$ cat config.mk
export PLATFORM = sky130hd
export DESIGN_NAME = nlgw_sqrt
export DESIGN_NICKNAME = d
export VERILOG_FILES = /design/src/nlgw_sqrt.sv
export SDC_FILE = /design/constraint.sdc
export NUM_CORES = 1
export LEC_CHECK = 0
export BUFFER_PORTS_ARGS = -buffer_cell sky130_fd_sc_hd__buf_4
export CAP_MARGIN = 20
export CORE_ASPECT_RATIO = 0.7
export CORE_MARGIN = 8
export CORE_UTILIZATION = 40
export DETAILED_ROUTE_END_ITERATION = 8
export SYNTH_ARGS = -nofsm -noshare
export SYNTH_HDL_FRONTEND = slang
export SYNTH_SLANG_ARGS = --single-unit
$ cat constraint.sdc
create_clock -name clk_i -period 2.15 [get_ports clk_i]
set_input_delay 0.215 -clock clk_i [delete_from_list [all_inputs] [get_ports clk_i]]
set_output_delay 0.215 -clock clk_i [all_outputs]
set_load 0.01 [all_outputs]
$ cat src/nlgw_sqrt.sv
// Pipelined integer square root, one result bit per stage (floor of the root).
// No dependencies.
module nlgw_sqrt #(
  parameter int SW = 8
) (
  input  logic              clk_i,
  input  logic              en_i,
  input  logic [SW-1:0]     x_i,
  output logic [SW/2-1:0]   root_o
);

  localparam int QW = SW / 2;
  localparam int RW = QW + 2;

  logic [SW-1:0] x_q  [QW];
  logic [SW-1:0] x_d  [QW];
  logic [RW-1:0] rm_q [QW];
  logic [RW-1:0] rm_d [QW];
  logic [QW-1:0] rt_q [QW];
  logic [QW-1:0] rt_d [QW];

  always_comb begin
    logic [SW-1:0] xi;
    logic [RW-1:0] ri, sh, tr;
    logic [QW-1:0] ti;
    logic          ge;
    for (int k = 0; k < QW; k++) begin
      if (k == 0) begin
        xi = x_i;
        ri = '0;
        ti = '0;
      end else begin
        xi = x_q[k-1];
        ri = rm_q[k-1];
        ti = rt_q[k-1];
      end
      // The remainder never exceeds twice the partial root, so its top two bits are zero.
      sh      = {ri[RW-3:0], xi[SW-1 -: 2]};
      tr      = {ti, 2'b01};
      ge      = (sh >= tr);
      x_d[k]  = xi << 2;
      rm_d[k] = ge ? (sh - tr) : sh;
      rt_d[k] = {ti[QW-2:0], ge};
    end
  end

  always_ff @(posedge clk_i) begin
    if (en_i) begin
      for (int k = 0; k < QW; k++) begin
        x_q[k]  <= x_d[k];
        rm_q[k] <= rm_d[k];
        rt_q[k] <= rt_d[k];
      end
    end
  end

  assign root_o = rt_q[QW-1];

endmodule

==> impl_metrics.json <==
{
  "grt_max_degree": 34,
  "avgRoutedWirePerCell_um": 12.30,
  "nFillCells": 329,
  "fin_ws_ns": 0.3011,
  "drive_gt1_share_pct": 22.22,
  "cts-buffers-inserted": 5,
  "post_cts_buffers": 0,
  "end_kind": "flip-flop",
  "yosys_warnings": 0,
  "hold_path_class": "primary input to flip-flop",
  "critical_path_buf_inv_count": 0,
  "post-route-min-period_ns": 1.849,
  "yosysTopAreaCell": "edfxtp_1",
  "fin_util_pct": 47.97,
  "rsz0062_at_grt": "false",
  "nets": 128,
  "ctsHoldBuffers": 0,
  "timing.hold.ws_ns": 0.1134,
  "io_buffers": 13,
  "setup_tns_ns": 0,
  "synth.area.top_cells": "edfxtp_1, ha_1, inv_1",
  "yosysMostFrequentCell": "edfxtp_1",
  "antenna_found_initial": 0,
  "seq_area_sq_um": 991.0,
  "clock_skew_ns": 0.002365,
  "clockBufferDepth": 2,
  "die_width_um": 86.94,
  "overflow": 0,
  "crit_family": "flip-flops",
  "cts_sinks": 33,
  "routed_via_density": 4.570,
  "cts_resized": 0,
  "detail_route.first_pass.iterations": 4,
  "die_area_sq_um": 5708,
  "multi_input_comb_area_sq_um": 372.9,
  "min_period_over_period_pct": 85.99,
  "path_class": "flip-flop to flip-flop",
  "drv_slew": 0,
  "synth_edf_count": 33,
  "drv_cap": 0,
  "synth_ff_type": "edfxtp_1",
  "fmax_mhz": 540.9,
  "cts_tree": "done",
  "ys_ff_latch": 33,
  "setup_viol": 0,
  "dpl_worst_slack_ns": 0.3109,
  "synth_top_area_share_pct": 70.34,
  "track_usage_pct": 8.007,
  "clkSlewWorstSetupHoldPaths_ns": 0.06,
  "coreArea_sq_um": 3446,
  "worstPathCellList": "ha_1 -> nand2b_1 -> a2111oi_4 -> mux2_4",
  "startpoint_type": "flip-flop",
  "outcome": "finished clean",
  "initial_core_util_pct": 40.89,
  "syn_to_final_growth_pct": 17.32,
  "via_count": 722,
  "drt_iter0_drc": 40,
  "htree_levels": 2,
  "cp_slowest_cell": "edfxtp_1",
  "synth_cell_types": 22,
  "syn_area_sq_um": 1409,
  "grt_pass1_wl_um": 3360,
  "cp_max_fo": 4,
  "hpwl_um": 1325,
  "cp_data_arrival_time_ns": 1.87,
  "die_h_um": 65.66,
  "drt-total-wl_um": 1944,
  "irDropWorstVdd_v": 0.0003980,
  "place_congestion": 0.7395,
  "pwr_density_cell_nw_per_um2": 846.7,
  "synth_common_cells": "edfxtp_1, inv_1, ha_1",
  "drc": 0,
  "ioPinCount": 14,
  "ant_nets": 0,
  "synth_area_per_cell_sq_um": 16.19,
  "leakage_nw": 0.6472,
  "slowest_delay_ns": 0.46,
  "async_reset_ff_share_pct": 0,
  "cts-root-buf": "clkbuf_8",
  "rows": 18,
  "syn-num-nets": 107,
  "ys_seq_area_share_pct": 70.34,
  "grt_pass1_vias": 765,
  "finalHoldViolCount": 0,
  "syn_inst": 87,
  "antenna_cells": 0,
  "clk_latency_ns": 0.28,
  "worstPathRequired_ns": 2.18
}
-- power breakdown --
| group | leakage [nW] | total, mW | switching [mW] | internal, mW |
|---|---|---|---|---|
| Clock | 0.0387 | 0.418 | 0.200 | 0.218 |
| Sequential | 0.319 | 0.810 | 0.0248 | 0.785 |
| Combinational | 0.290 | 0.172 | 0.0836 | 0.0879 |
| Total | 0.647 | 1.40 | 0.309 | 1.09 |
-- placed cells by master, fill, tap and decap left out, types with 2 or more instances in the layout --
cell      instances
nor3_1            4
edfxtp_1         33
o21ai_0           4
inv_1            12
xnor2_1           4
clkbuf_8          5
ha_1             10
buf_4            14
mux2i_1           3
o21a_1            2
a21oi_1           2
-- sequential cells by signal, indices dropped and copies added, names as in the netlist --
name and cells:
rt_q 10, x_q 12, rm_q 11
-- path summary, 6_finish.rpt --
kind,cells after the start,from,slack [ns],to
min,1,x_i[3],0.11,x_q[0][3]$_DFFE_PP_
min reg2reg,0,x_q[1][2]$_DFFE_PP_,0.42,x_q[2][4]$_DFFE_PP_
max,4,x_q[0][4]$_DFFE_PP_,0.30,rm_q[1][2]$_DFFE_PP_
max reg2reg,4,x_q[0][4]$_DFFE_PP_,0.30,rm_q[1][2]$_DFFE_PP_
-- cell type report --
class | count | share of cell area [%]
clock buffer | 6 | 4.391
clock inverter | 1 | 0.2271
tap | 50 | 3.785
inverter | 12 | 2.725
sequential | 33 | 59.95
timing repair buffer | 14 | 6.359
multi-input combinational | 42 | 22.56
-- layer usage --
layer | wire length [um] | up-vias | share of wire (%) | GRT usage [%]
met1 | 844 | 341 | 43 | 7.326
met5 | 0 | - | 0 | 0
met2 | 907 | 17 | 47 | 13.28
met3 | 109 | 7 | 5.6 | 3.113
li1 | - | 357 | - | -
met4 | 82 | 0 | 4.2 | 8.333
-- cells by family after synthesis --
kind of cell / after synthesis / synth area share, %
other: 1 / 0.2662
DFF: 33 / 70.34
adders and majority gates: 10 / 8.881
buffers and inverters: 12 / 3.197
muxes: 5 / 3.996
AOI/OAI and AO/OA: 11 / 6.395
xor gates and xnor gates: 4 / 2.486
and+or+nand+nor: 11 / 4.442
-- stage by stage --
| step | total power, mW | instances | area (sq um) |
|---|---|---|---|
| 2_1_floorplan | 0.9314 | 87 | 1409 |
| 3_3_place_gp | 0.9886 | 151 | 1577 |
| 3_5_place_dp | 0.9969 | 151 | 1577 |
| 4_1_cts | 1.420 | 158 | 1653 |
| 5_1_grt | 1.472 | 158 | 1653 |
| 6_report | 1.399 | 158 | 1653 |
Power figures use the tool's default switching activity.
