--- src/nlgw_div.sv ---
// Pipelined signed division by a positive divisor, rounded to nearest with ties away
// from zero. The quotient magnitude is known to fit QW bits. No dependencies.
module nlgw_div #(
  parameter int NW = 16,
  parameter int LU = 8,
  parameter int QW = 8
) (
  input  logic                 clk_i,
  input  logic                 en_i,
  input  logic signed [NW-1:0] num_i,
  input  logic [LU-1:0]        den_i,
  output logic signed [QW+1:0] quo_o
);

  localparam int NMW = LU + QW;
  localparam int NS  = QW + 1;

  logic [LU-1:0] rm_q [NS];
  logic [LU-1:0] rm_d [NS];
  logic [QW-1:0] lo_q [NS];
  logic [QW-1:0] lo_d [NS];
  logic [QW-1:0] qt_q [NS];
  logic [QW-1:0] qt_d [NS];
  logic [LU-1:0] dn_q [NS];
  logic [LU-1:0] dn_d [NS];
  logic [NS-1:0] ng_q, ng_d;
  logic [QW+1:0] quo_q, quo_d;

  always_comb begin
    logic [NW-1:0]  mag_full;
    logic [NMW-1:0] mag;
    logic [LU:0]    t;
    logic           ge;
    mag_full = num_i[NW-1] ? NW'(-num_i) : NW'(num_i);
    mag      = mag_full[NMW-1:0];
    // The bits above the quotient range give zero quotient bits, so they seed the remainder.
    rm_d[0] = mag[NMW-1:QW];
    lo_d[0] = mag[QW-1:0];
    qt_d[0] = '0;
    dn_d[0] = den_i;
    ng_d[0] = num_i[NW-1];
    for (int k = 1; k < NS; k++) begin
      t       = {rm_q[k-1], lo_q[k-1][QW-1]};
      ge      = (t >= {1'b0, dn_q[k-1]});
      rm_d[k] = ge ? LU'(t - {1'b0, dn_q[k-1]}) : LU'(t);
      lo_d[k] = lo_q[k-1] << 1;
      qt_d[k] = {qt_q[k-1][QW-2:0], ge};
      dn_d[k] = dn_q[k-1];
      ng_d[k] = ng_q[k-1];
    end
  end

  always_comb begin
    logic          up;
    logic [QW:0]   qm;
    up    = ({rm_q[NS-1], 1'b0} >= {1'b0, dn_q[NS-1]});
    qm    = {1'b0, qt_q[NS-1]} + (QW+1)'(up);
    quo_d = ng_q[NS-1] ? (QW+2)'(-{1'b0, qm}) : {1'b0, qm};
  end

  always_ff @(posedge clk_i) begin
    if (en_i) begin
      for (int k = 0; k < NS; k++) begin
        rm_q[k] <= rm_d[k];
        lo_q[k] <= lo_d[k];
        qt_q[k] <= qt_d[k];
        dn_q[k] <= dn_d[k];
      end
      ng_q  <= ng_d;
      quo_q <= quo_d;
    end
  end

  assign quo_o = $signed(quo_q);

endmodule

--- config.mk ---
export PLATFORM = sky130hd
export DESIGN_NAME = nlgw_div
export DESIGN_NICKNAME = d
export VERILOG_FILES = /design/src/nlgw_div.sv
export SDC_FILE = /design/constraint.sdc
export NUM_CORES = 1
export LEC_CHECK = 0
export BUFFER_PORTS_ARGS = -buffer_cell sky130_fd_sc_hd__buf_4
export CAP_MARGIN = 20
export CORE_MARGIN = 2
export CORE_UTILIZATION = 35
export DETAILED_ROUTE_END_ITERATION = 16
export GPL_TIMING_DRIVEN = 0
export PLACE_DENSITY = 0.51
export REMOVE_ABC_BUFFERS = 1
export SYNTH_ARGS = -nofsm -noshare
export SYNTH_HDL_FRONTEND = slang
export SYNTH_SLANG_ARGS = --single-unit
export TNS_END_PERCENT = 1
--- constraint.sdc ---
create_clock -name clk_i -period 3.29 [get_ports clk_i]
set_clock_uncertainty 0.2 [all_clocks]
set_input_delay 0.329 -clock clk_i [delete_from_list [all_inputs] [get_ports clk_i]]
set_output_delay 0.329 -clock clk_i [all_outputs]
set_load 0.03 [all_outputs]
==> flow_summary_export.csv <==
group,metric,value,unit
routing,ant_nets,0,
die,ioPinCount,36,
sta,worst_pin_slew,1.07,ns
routing,drt_first_pass_iters,6,
synth,async_flop_share,0,
routing,wl_per_cell,12.6,µm
setup_path,r2r_slack,0.13,ns
power_and_ir_drop,switchingPower,0.00324,W
synth,ys_ff_latch,235,
worst_hold_path,hold_class,"input port to flop",
final_layout,fill_cells,3057,
routing,wl_met2,10100,µm
setup_path,rr_worst_depth,14,
clock_tree,clockBufferDepth,3,
final_layout,drive_gt1_frac,0.107,
die,start_util,0.358,
flow_run,maxCapViolCount,0,
setup_path,required,3.36,ns
grt,grt_max_degree,130,
worst_hold_path,holdPathStages,1,
sta,period_share,0.960,
final_layout,antenna_cells,0,
die,chipWidth,187,µm
worst_hold_path,min-delay-start,"en_i",
routing,drc,0,
worst_hold_path,hold_path_end,"lo_q[0][0]",
setup_path,startpoint,"rm_q[0][64]",
sta,finalHoldViolCount,0,
grt,grt_pass1_vias,7069,
clock_tree,clkTransAtPathRegs,0.06,ns
final_layout,nNetsFinal,1131,
power_and_ir_drop,power.density,784,nW/µm²
synth,netlist_area,11700,µm²
clock_tree,cts_buffers,26,
power_and_ir_drop,power.leakage,5.27,nW
setup_path,crit_fanout,4,
grt,grt_pass1_wl,32000,µm
setup_path,critical_path_class,"flop to flop",
setup_path,cp-end-kind,"flop",
routing,vias,7107,
routing,wl_met3,623,µm
clock_tree,cts-root-buf,"clkbuf_16",
synth,synth-seq-area-share,0.603,
routing,viasPerCell,4.79,
synth,synthCells,937,
power_and_ir_drop,power.share.switching,0.298,
die,die_area,34900,µm²
sta,period_minus_slack,3.16,ns
routing,drtIter0Drc,342,
final_layout,final_util,0.424,
grt,grt_usage,0.108,
outcome,status,"completed",
synth,synth_top_area_share,0.603,
power_and_ir_drop,peakVddDrop,440,µV
clock_tree,cts_tree,"built",
sta,whs,0.156,ns
sta,final.setup.tns,0,ns
setup_path,crit_arrival,3.23,ns
routing,met1_length,7440,µm
routing,highest_layer,"met4",
power_and_ir_drop,cell_internal_pwr,0.00762,W
clock_tree,clock_latency,0.52,ns
placement,gp_congestion,0.820,
die,fp.coreArea,32700,µm²
clock_tree,cts.sinks,235,
synth,synth_ff_type,"edfxtp_1",
routing,drt-total-wl,18800,µm
synth,ys_warn_count,0,
die,fp.dieH,187,µm
synth,synth_edf_count,235,
die,core.rowCount,66,
grt,grt_overflow,0,
power_and_ir_drop,seqPwrFrac,0.398,
clock_tree,cts.htree.levels,1,
sta,fmax,0.317,GHz
setup_path,r2r-end,"quo_o[8]",
setup_path,critPathLaunchType,"flop",
power_and_ir_drop,clkPwrFrac,0.286,
sta,setup_viol,0,
synth,yosysTopAreaCell,"edfxtp_1",
synth,synth_area_leaders,"edfxtp_1, ha_1, o21a_1, inv_1, o21ai_0",
setup_path,rr_startpoint,"rm_q[0][64]",
final_layout,multi_input_area,4330,µm²
synth,synth_area_per_cell,12.5,µm²
power_and_ir_drop,comb_power_share,0.316,
final_layout,seq_area,7060,µm²
sta,slew_violations,0,
placement,port_buffers,35,
placement,dp_hpwl,12800,µm
sta,max-slew-margin-rel,0.286,
final_layout,syn2layout_area_growth,18.4,%
sta,rsz0062_at_grt,"yes",
grt,antenna_found_initial,0,
synth,ys_types,42,
layout make-up:
cell class / count / share of cell area
sequential: 235 / 0.509
multi-input combinational: 590 / 0.312
clock buffer: 31 / 0.0498
timing repair buffer: 70 / 0.0449
tap: 442 / 0.0399
inverter: 99 / 0.0270
clock inverter: 17 / 0.0172
metrics by stage:
step | std cells | power (W) | cell area [µm²] | worst slack (ns)
after floorplan | 924 | 0.00681 | 11700 | 0.221
after global placement | 1401 | 0.00754 | 12500 | -0.362
after detailed placement | 1402 | 0.00759 | 12500 | -0.326
after CTS | 1478 | 0.0108 | 13700 | 0.00178
after global routing | 1484 | 0.0116 | 13900 | -0.0624
final | 1484 | 0.0109 | 13900 | 0.131
synth_stat cells (8+ instances only):
master,instances
xor2_1,13
fa_1,8
nor2b_1,26
edfxtp_1,235
inv_1,99
nor3_1,27
ha_1,75
a21oi_1,40
clkbuf_1,11
o31a_1,17
nand2b_1,12
a211oi_1,9
xnor2_1,31
o21ai_0,56
a21o_1,8
nor2_1,44
nand3_1,12
o21a_1,58
nand2_1,70
o31ai_1,37
mux2_2,8
o221ai_1,9
layer usage:
metal	vias up	global-route usage
li1	3645	-
met1	3319	0.113
met2	98	0.213
met3	45	0.0203
met4	0	0.0382
met5	-	0
cells in the final DEF (no fill, tap or decap), drive strengths merged, types with 3 or more instances in the layout:
| master | instances |
|---|---|
| dlygate4sd3 | 28 |
| xnor2 | 31 |
| buf | 42 |
| nor2b | 26 |
| nand2 | 70 |
| nand2b | 12 |
| xor2 | 13 |
| clkbuf | 31 |
| fa | 8 |
| bufinv | 6 |
| clkinv | 9 |
| o31a | 17 |
| mux2 | 8 |
| o221ai | 9 |
| a21o | 8 |
| nand3 | 12 |
| mux2i | 3 |
| o31ai | 37 |
| a21oi | 40 |
| o21a | 58 |
| a211oi | 9 |
| ha | 75 |
| nor3 | 27 |
| edfxtp | 235 |
| o21ai | 57 |
| o41ai | 3 |
| and3 | 5 |
| nor2 | 44 |
| inv | 99 |
registers in the layout, summed over array words and instances (netlist names):
signal  cells
qt_q       36
quo_o      10
dn_q       72
rm_q       72
lo_q       36
ng_q        9
worst max-delay path: stages (launching register included):
cell,delay (ns)
edfxtp_1,0.36
ha_1,0.28
nor2b_1,0.13
o21ai_1,0.14
nand2b_1,0.10
a211oi_2,0.23
o21ai_1,0.12
ha_2,0.22
ha_4,0.28
inv_4,0.04
ha_4,0.16
nor2b_4,0.13
a32oi_4,0.24
nor3_2,0.08
o21ba_2,0.20
how the worst max path moves through the flow:
stage	endpoint	slack [ns]	depth (start not counted)
final	quo_o[8]	0.13	14
after global routing	quo_o[8]	-0.06	14
after CTS	quo_o[8]	0.002	14
after detailed placement	quo_o[6]	-0.33	15
after global placement	quo_o[6]	-0.36	14
after floorplan	quo_o[6]	0.22	14
power by group through the flow:
stage	logic, W	registers [W]	clock network [W]
detailed placement	0.00321	0.00438	0
global route	0.00387	0.00438	0.00334
finish	0.00343	0.00432	0.00311
global placement	0.00316	0.00438	0
CTS	0.00329	0.00432	0.00322
floorplan	0.00243	0.00437	0
what timing repair did:
action,in CTS,in global routing
endpoints found under the hold margin,25,0
gates resized for setup,6,19
hold buffers,28,0
setup buffers,0,1
endpoints found under the setup margin,6,5
pin swaps,3,10
cell families (layout without fill, tap and decap cells):
kind of cell,after synthesis,after routing,synth area share
AOI/OAI and AO/OA,246,246,0.141
DFF,235,235,0.603
and+or+nand+nor,206,206,0.0834
buffers and inverters,112,217,0.0361
adders and majority gates,83,83,0.0938
xor gates and xnor gates,44,44,0.0329
muxes,11,11,0.0103
No activity file was read; power rests on OpenSTA's default activity.
