File: config.mk
export PLATFORM = sky130hd
export DESIGN_NAME = nlgw_mul
export DESIGN_NICKNAME = d
export VERILOG_FILES = /design/src/nlgw_pkg.sv /design/src/nlgw_mul.sv
export SDC_FILE = /design/constraint.sdc
export NUM_CORES = 1
export LEC_CHECK = 0
export ABC_AREA = 1
export ABC_CLOCK_PERIOD_IN_PS = 9300
export BUFFER_PORTS_ARGS = -buffer_cell sky130_fd_sc_hd__buf_2
export CORE_ASPECT_RATIO = 1.2
export CORE_MARGIN = 3
export CORE_UTILIZATION = 32
export DETAILED_ROUTE_END_ITERATION = 12
export PLACE_DENSITY = 0.47
export SLEW_MARGIN = 20
export SYNTH_ARGS = -nofsm -noshare
export SYNTH_HDL_FRONTEND = slang
export SYNTH_SLANG_ARGS = --single-unit
export TNS_END_PERCENT = 30
File: constraint.sdc
create_clock -name clk_i -period 9.3 [get_ports clk_i]
set_input_delay 1.86 -clock clk_i [delete_from_list [all_inputs] [get_ports clk_i]]
set_output_delay 1.86 -clock clk_i [all_outputs]
set_load 0.05 [all_outputs]
File: src/nlgw_pkg.sv
// Package for the nonlinear guidance waypoint core.
// Holds the radius register format, the result case codes and the multiplier constants.
// No dependencies.
package nlgw_pkg;

  localparam int RADIUS_W = 20;
  localparam logic [RADIUS_W-1:0] RADIUS_RESET = 20'd2560;

  // Pipelined multiplier: operands are cut into chunks of this width.
  localparam int MUL_CHUNK = 24;
  localparam int MUL_LAT   = 4;

  typedef enum logic [1:0] {
    CASE_NEXT = 2'd0,
    CASE_PREV = 2'd1,
    CASE_VIRT = 2'd2
  } target_case_e;

endpackage

File: src/nlgw_mul.sv
// Signed multiplier in four stages: magnitude, chunk products, accumulation, sign.
// Depends on nlgw_pkg for the chunk width.
module nlgw_mul
  import nlgw_pkg::*;
#(
  parameter int WA = 8,
  parameter int WB = 8
) (
  input  logic                 clk_i,
  input  logic                 en_i,
  input  logic signed [WA-1:0] a_i,
  input  logic signed [WB-1:0] b_i,
  input  logic                 neg_i,
  output logic signed [WA+WB-1:0] p_o
);

  localparam int K    = MUL_CHUNK;
  localparam int NA   = (WA + K - 1) / K;
  localparam int NB   = (WB + K - 1) / K;
  localparam int ACCW = (NA + NB) * K;
  localparam int PW   = WA + WB;

  logic [NA*K-1:0] ma_q, ma_d;
  logic [NB*K-1:0] mb_q, mb_d;
  logic [2:0]      sg_q;
  logic [2*K-1:0]  pp_q [NA][NB];
  logic [2*K-1:0]  pp_d [NA][NB];
  logic [PW-1:0]   sum_q, sum_d;
  logic [PW-1:0]   p_q, p_d;

  always_comb begin
    logic [WA-1:0] a_mag;
    logic [WB-1:0] b_mag;
    a_mag = a_i[WA-1] ? WA'(-a_i) : WA'(a_i);
    b_mag = b_i[WB-1] ? WB'(-b_i) : WB'(b_i);
    ma_d  = (NA*K)'(a_mag);
    mb_d  = (NB*K)'(b_mag);
  end

  always_comb begin
    for (int i = 0; i < NA; i++) begin
      for (int j = 0; j < NB; j++) begin
        pp_d[i][j] = (2*K)'(ma_q[i*K +: K]) * (2*K)'(mb_q[j*K +: K]);
      end
    end
  end

  always_comb begin
    logic [ACCW-1:0] acc;
    acc = '0;
    for (int i = 0; i < NA; i++) begin
      for (int j = 0; j < NB; j++) begin
        acc = acc + (ACCW'(pp_q[i][j]) << ((i + j) * K));
      end
    end
    sum_d = acc[PW-1:0];
  end

  assign p_d = sg_q[2] ? (~sum_q + 1'b1) : sum_q;

  always_ff @(posedge clk_i) begin
    if (en_i) begin
      ma_q  <= ma_d;
      mb_q  <= mb_d;
      sg_q  <= {sg_q[1:0], a_i[WA-1] ^ b_i[WB-1] ^ neg_i};
      pp_q  <= pp_d;
      sum_q <= sum_d;
      p_q   <= p_d;
    end
  end

  assign p_o = $signed(p_q);

endmodule

==> results of run 1 <==
-- metrics by stage --
| stage | std cells | hold WS, ns |
|---|---|---|
| after floorplan | 589 | 0.400 |
| after global placement | 814 | 0.401 |
| after detailed placement | 814 | 0.405 |
| after CTS | 830 | 0.417 |
| after global routing | 830 | 0.423 |
| final | 830 | 0.418 |
-- report_power, final --
group          internal, uW  leakage (uW)  switching, uW
registers               455      0.000660           43.9
clock network           232      0.000148            127
logic                   302       0.00228            513
-- logic make-up after synthesis --
kind of cell,Yosys count,synth area share
XOR/XNOR,28,0.0474
AND/OR/NAND/NOR,241,0.193
adder cells (fa/ha/maj),75,0.234
buffers and inverters,166,0.122
AO/OA/AOI/OAI,12,0.0152
flip-flops,67,0.389
-- layout make-up --
cell class                      count  area [um2]  share of cell area
Inverter                          148         556              0.0950
Tap cell                          208         260              0.0445
Sequential cell                    67        2010               0.344
Clock inverter                      6        80.1              0.0137
Multi-Input combinational cell    356        2530               0.433
Clock buffer                       10         229              0.0392
Timing Repair Buffer               35         178              0.0304
-- registers in the layout (all words and copies together), names as in the netlist --
register and cells:
p_o 16, pp_q 16, sum_q 16, ma_q 8
mb_q 8, sg_q 3
-- how the worst max path moves through the flow --
stage | endpoint | slack [ns] | cells past startpoint
after CTS | pp_q[15]$_DFFE_PP_ | 5.16 | 18
after global placement | pp_q[15]$_DFFE_PP_ | 5.21 | 19
after global routing | pp_q[11]$_DFFE_PP_ | 4.93 | 19
after detailed placement | pp_q[15]$_DFFE_PP_ | 5.18 | 18
after floorplan | pp_q[11]$_DFFE_PP_ | 5.41 | 18
final | pp_q[15]$_DFFE_PP_ | 5.20 | 18
-- routing by layer --
| metal | wire, um | part of all wire | GRT usage | vias up |
|---|---|---|---|---|
| met5 | 0 | 0 | 0 | - |
| met4 | 220 | 0.025 | 0.0538 | 0 |
| met3 | 291 | 0.032 | 0.0211 | 16 |
| met2 | 4680 | 0.52 | 0.196 | 47 |
| met1 | 3790 | 0.42 | 0.125 | 1584 |
| li1 | - | - | - | 1832 |
-- placed cells by master, fill, tap and decap left out --
| cell type | synthesis | layout |
|---|---|---|
| nor2_1 | 25 | 25 |
| edfxtp_1 | 67 | 67 |
| clkbuf_16 | 0 | 9 |
| a21oi_1 | 4 | 4 |
| clkinvlp_4 | 0 | 1 |
| buf_2 | 1 | 34 |
| buf_4 | 0 | 1 |
| xor2_1 | 16 | 16 |
| o21ai_2 | 2 | 2 |
| nor2_2 | 3 | 3 |
| ha_1 | 39 | 39 |
| nor2_4 | 2 | 2 |
| nand4_1 | 6 | 6 |
| nor4_1 | 2 | 2 |
| o21ai_1 | 1 | 1 |
| o21ai_4 | 1 | 1 |
| clkinv_2 | 0 | 1 |
| nand3_2 | 1 | 1 |
| nand2_4 | 1 | 1 |
| clkbuf_1 | 16 | 1 |
| clkinv_1 | 0 | 2 |
| nand2_1 | 175 | 175 |
| bufinv_16 | 0 | 2 |
| inv_1 | 148 | 148 |
| o21ai_0 | 4 | 4 |
| nor3_1 | 2 | 2 |
| nand2_2 | 5 | 5 |
| fa_1 | 36 | 36 |
| xnor2_1 | 12 | 12 |
| nand3_1 | 19 | 19 |
-- worst max-delay path, delay by kind of cell, from the launching register on --
family | cells | cell delay, ns
buffers and inverters | 6 | 0.36
flip-flops | 1 | 0.52
AND/OR/NAND/NOR | 7 | 0.58
adder cells (fa/ha/maj) | 5 | 2.39
==> flow_metrics.py, run 1 <==
metrics = {
    "run_status": {
        "outcome": "finished clean",
    },
    "worst_setup_path": {
        "slowest_stage": "fa_1",
        "required_ns": 9.40,
        "critPathLaunchType": "register",
        "crit_path_start": "mb_q[4]$_DFFE_PP_",
        "r2r_cells": 18,
        "worst_path_largest_cell_delay_ns": 0.53,
        "critPathMaxFanout": 8,
        "end_kind": "register",
        "reg2reg_setup_slack_ns": 5.20,
        "reg2reg_to": "pp_q[15]$_DFFE_PP_",
        "crit_arrival_ns": 4.20,
        "crit_chain": "nand2_1 -> inv_1 -> fa_1 -> inv_1 -> fa_1 -> inv_1 -> fa_1 -> inv_1 -> fa_1 -> inv_1 -> ha_1 -> nand2_1 -> inv_1 -> nand2_1 -> nor2_1 -> nand2_1 -> nand4_1 -> nand2_1",
        "worst-setup-path-type": "reg -> reg",
        "crit-reg2reg-launch": "mb_q[4]$_DFFE_PP_",
        "cpMostUsedCell": "inv_1",
    },
    "pwr": {
        "ir_drop_v": 0.000127,
        "p_leak_uw": 0.00309,
        "total_power_uw": 1670,
        "powerDensity_nw_per_um2": 286,
    },
    "floorplan": {
        "die_w_um": 122,
        "rows": 50,
        "die_h_um": 145,
        "start_util": 0.330,
        "coreArea_um2": 15700,
        "dieArea_um2": 17700,
        "boundaryPins": 35,
    },
    "synthesis": {
        "yosysUniqueCellTypes": 25,
        "synth_ff_type": "edfxtp_1",
        "synth_most_common_cell": "nand2_1",
        "synth_top_area_frac": 0.389,
        "synth_area_leader_cell": "edfxtp_1",
        "syn_nets": 683,
        "ys_seq_elements": 67,
        "synth_edf_count": 67,
        "ys_warn_count": 0,
        "syn_area_per_cell_um2": 8.79,
        "synth.area.top_cells": "edfxtp_1 39%, fa_1 14%, nand2_1 13%, inv_1 11%, ha_1 9.4%",
        "async_flop_share": 0,
        "synthCells": 589,
        "synthTopCellsByCount": "175 x nand2_1, 148 x inv_1, 67 x edfxtp_1",
        "syn_area_um2": 5180,
        "yosysSeqAreaShare": 0.389,
    },
    "clocking": {
        "cts.root.buffer_cell": "clkbuf_16",
        "cts_buffers": 9,
        "cts_hold_buf": 0,
        "post_cts.repair.setup_buffers": 0,
        "cts.repair.resized": 0,
        "clk_pin_slew_ns": 0.06,
        "worstSkewPairLatency_ns": 0.34,
        "clock_path_buffers": 2,
        "cts.sinks": 67,
        "htreeDepth": 3,
        "cts_tree": "done",
    },
    "min_path": {
        "holdPathEnd": "sum_q[6]$_DFFE_PP_",
        "hold_path_class": "reg -> reg",
        "hold_depth": 0,
        "hp-start": "pp_q[6]$_DFFE_PP_",
    },
    "finish": {
        "final_util": 0.372,
        "fill_cells": 1590,
        "fin_nets": 711,
        "design_area_um2": 5850,
        "drive_gt1_frac": 0.101,
        "area_growth_pct": 13.0,
        "antenna-diode-count": 0,
    },
    "routing": {
        "drtIter0Drc": 100,
        "wl_mm": 8.98,
        "via_count": 3479,
        "via_per_inst": 4.19,
        "route.detailed.drc": 0,
        "wl_per_cell_um": 10.8,
        "dr.pass1.iters": 4,
        "drtAntennaViolNets": 0,
    },
    "sta": {
        "maxSlewViolCount": 0,
        "min_period_ns": 4.10,
        "rsz0062_at_grt": "false",
        "hold_viol": 0,
        "worst_slew_pin_slew_ns": 0.825,
        "post-route-period-util": 0.441,
        "finClkSkew_ns": 0.00490,
        "relSlewSlack": 0.450,
        "setup_slack_ns": 5.20,
        "setup_tns_ns": 0,
        "setup_viol": 0,
        "max_freq_mhz": 244,
    },
    "global_routing": {
        "grt_pass1_vias": 3404,
        "grt_overflow": 0,
        "grt_max_degree": 68,
        "antenna_found_initial": 0,
        "grt_pass1_wl_mm": 15.5,
        "track_usage": 0.110,
    },
    "placed_design": {
        "pre_cts_ws_ns": 5.18,
        "place_hpwl_mm": 7.11,
        "placed_area_um2": 5540,
        "port_buffers": 34,
        "gp_congestion": 0.867,
    },
    "flow_run": {
        "drv_cap": 0,
    },
}
Note: power is estimated with default switching activity, not from simulation.
==> run 2, diff against run 1 <==
ABC_CLOCK_PERIOD_IN_PS = 3700   (was 9300)
PLACE_DENSITY = 0.48   (was 0.47)
clock period = 3.7 ns   (was 9.3 ns; I/O delays follow)
==> run 2 against run 1 <==
Against the previous run:
- non-clock buffer count grew 33
- total power increased to 2.8 times the previous value
- combinational power grew to 3.3 times the previous value
- worst hold slack hardly changed
- the flow now finishes with violations (setup timing)
- sequential power grew to 2.5 times the previous value
- via count rose by 3.9%
- critical path type unchanged
- wire length increased by 3.6%
==> flow_metrics.py, run 2 (synthesized netlist as in run 1, its figures left out) <==
metrics = {
    "worst_setup_path": {
        "slowest_stage": "fa_1",
        "worst-setup-path-type": "reg -> reg",
        "required_ns": 3.79,
        "crit_chain": "nand2_1 -> inv_2 -> fa_1 -> inv_1 -> fa_1 -> inv_1 -> fa_1 -> inv_1 -> fa_1 -> inv_2 -> ha_4 -> nand2_2 -> nor2_1 -> nand3_1 -> nand4_1 -> nand2_1",
        "critPathLaunchType": "register",
        "worst_path_largest_cell_delay_ns": 0.52,
        "critPathMaxFanout": 7,
        "crit_arrival_ns": 3.94,
        "crit_path_start": "ma_q[3]$_DFFE_PP_",
        "cpMostUsedCell": "fa_1",
        "crit-reg2reg-launch": "ma_q[3]$_DFFE_PP_",
        "end_kind": "register",
        "path_buf_inv": 5,
        "path_delay_family": "adder cells",
    },
    "sta": {
        "max_freq_mhz": 260,
        "maxSlewViolCount": 0,
        "min_period_ns": 3.85,
        "setup_viol": 7,
        "relSlewSlack": 0.571,
        "rsz0062_at_grt": "true",
        "post-route-period-util": 1.04,
        "worst_slew_pin_slew_ns": 0.643,
        "setup_slack_ns": -0.152,
        "hold_viol": 0,
        "finClkSkew_ns": 0.00755,
    },
    "pwr": {
        "powerDensity_nw_per_um2": 759,
        "ir_drop_v": 0.000319,
        "p_leak_uw": 0.00323,
    },
    "global_routing": {
        "antenna_found_initial": 0,
        "track_usage": 0.113,
        "grt_pass1_wl_mm": 15.8,
        "grt_overflow": 0,
        "grt_pass1_vias": 3637,
        "grt_max_degree": 40,
    },
    "run_status": {
        "violations": "setup timing",
        "outcome": "finished with violations",
    },
    "floorplan": {
        "boundaryPins": 35,
        "die_h_um": 145,
        "die_w_um": 122,
        "rows": 50,
        "start_util": 0.330,
        "coreArea_um2": 15700,
        "dieArea_um2": 17700,
    },
    "placed_design": {
        "port_buffers": 34,
        "pre_cts_ws_ns": -0.192,
        "gp_congestion": 0.999,
        "place_hpwl_mm": 7.54,
        "dpl.cell_count": 840,
    },
    "routing": {
        "drtIter0Drc": 132,
        "via_count": 3614,
        "dr.pass1.iters": 4,
        "wl_per_cell_um": 10.8,
        "via_per_inst": 4.19,
        "wl_mm": 9.30,
        "drtAntennaViolNets": 0,
        "route.detailed.drc": 0,
    },
    "clocking": {
        "worstSkewPairLatency_ns": 0.34,
        "clk_pin_slew_ns": 0.06,
        "cts.sinks": 67,
        "cts_tree": "done",
        "cts_hold_buf": 0,
        "cts_buffers": 9,
        "clock_path_buffers": 2,
        "cts.root.buffer_cell": "clkbuf_16",
        "htreeDepth": 3,
    },
    "finish": {
        "antenna-diode-count": 0,
        "fill_cells": 1580,
        "layout.cells.most_common_list": "168 x nand2_1, 144 x inv_1, 67 x edfxtp_1",
        "drive_gt1_frac": 0.177,
        "fin_nets": 744,
        "area_growth_pct": 18.9,
        "final_cells": 863,
        "layout_commonest_cell": "nand2_1",
    },
    "min_path": {
        "hp-start": "pp_q[15]$_DFFE_PP_",
        "hold_path_class": "reg -> reg",
    },
    "flow_run": {
        "drv_cap": 0,
    },
}
## run 2: cell count changes in the layout (fill, tap and decap cells not counted), sizes merged
cell,before,now
inv,148,149
clkinvlp,1,3
bufinv,2,0
clkbuf,10,9
buf,35,68
## run 2: final cells by class
cell class                 count  area (um2)  area share
clock inverter                 7        43.8     0.00712
multi-input combinational    356        2630       0.427
timing repair buffer          68         425      0.0691
clock buffer                   9         225      0.0366
sequential                    67        2010       0.327
tap                          208         260      0.0423
inverter                     148         556      0.0903
## run 2: metrics by stage
step,hold slack [ns],power (uW),TNS [ns],instance area (um2),util
floorplan,0.400,3050,0,5260,-
global placement,0.402,3730,-1.05,5780,0.368
detailed placement,0.405,3750,-1.20,5780,0.368
CTS,0.416,4600,-0.960,6090,0.388
global route,0.421,5140,-2.04,6150,0.392
finish,0.418,4670,-0.871,6150,0.392
## run 2: worst paths after layout
kind | to | slack (ns) | cells after the start
min | sum_q[15]$_DFFE_PP_ | 0.42 | 0
min reg2reg | sum_q[15]$_DFFE_PP_ | 0.42 | 0
max | pp_q[13]$_DFFE_PP_ | -0.15 | 16
max reg2reg | pp_q[13]$_DFFE_PP_ | -0.15 | 16
## run 2: power by group
group          switching (uW)  internal [uW]
combinational            1490           1170
clock                     321            449
sequential                103           1140
total                    1910           2760
## run 2: repair_timing
action	in CTS	in global routing
pin swaps	0	5
buffers inserted	4	3
gates resized for setup	3	10
setup endpoints to repair	9	9
## run 2: metal layers
layer | global-route usage | share of wire | vias to the layer above
met5 | 0 | 0 | -
met4 | 0.0482 | 0.024 | 0
met3 | 0.0351 | 0.048 | 18
met2 | 0.207 | 0.53 | 81
met1 | 0.116 | 0.40 | 1624
li1 | - | - | 1891
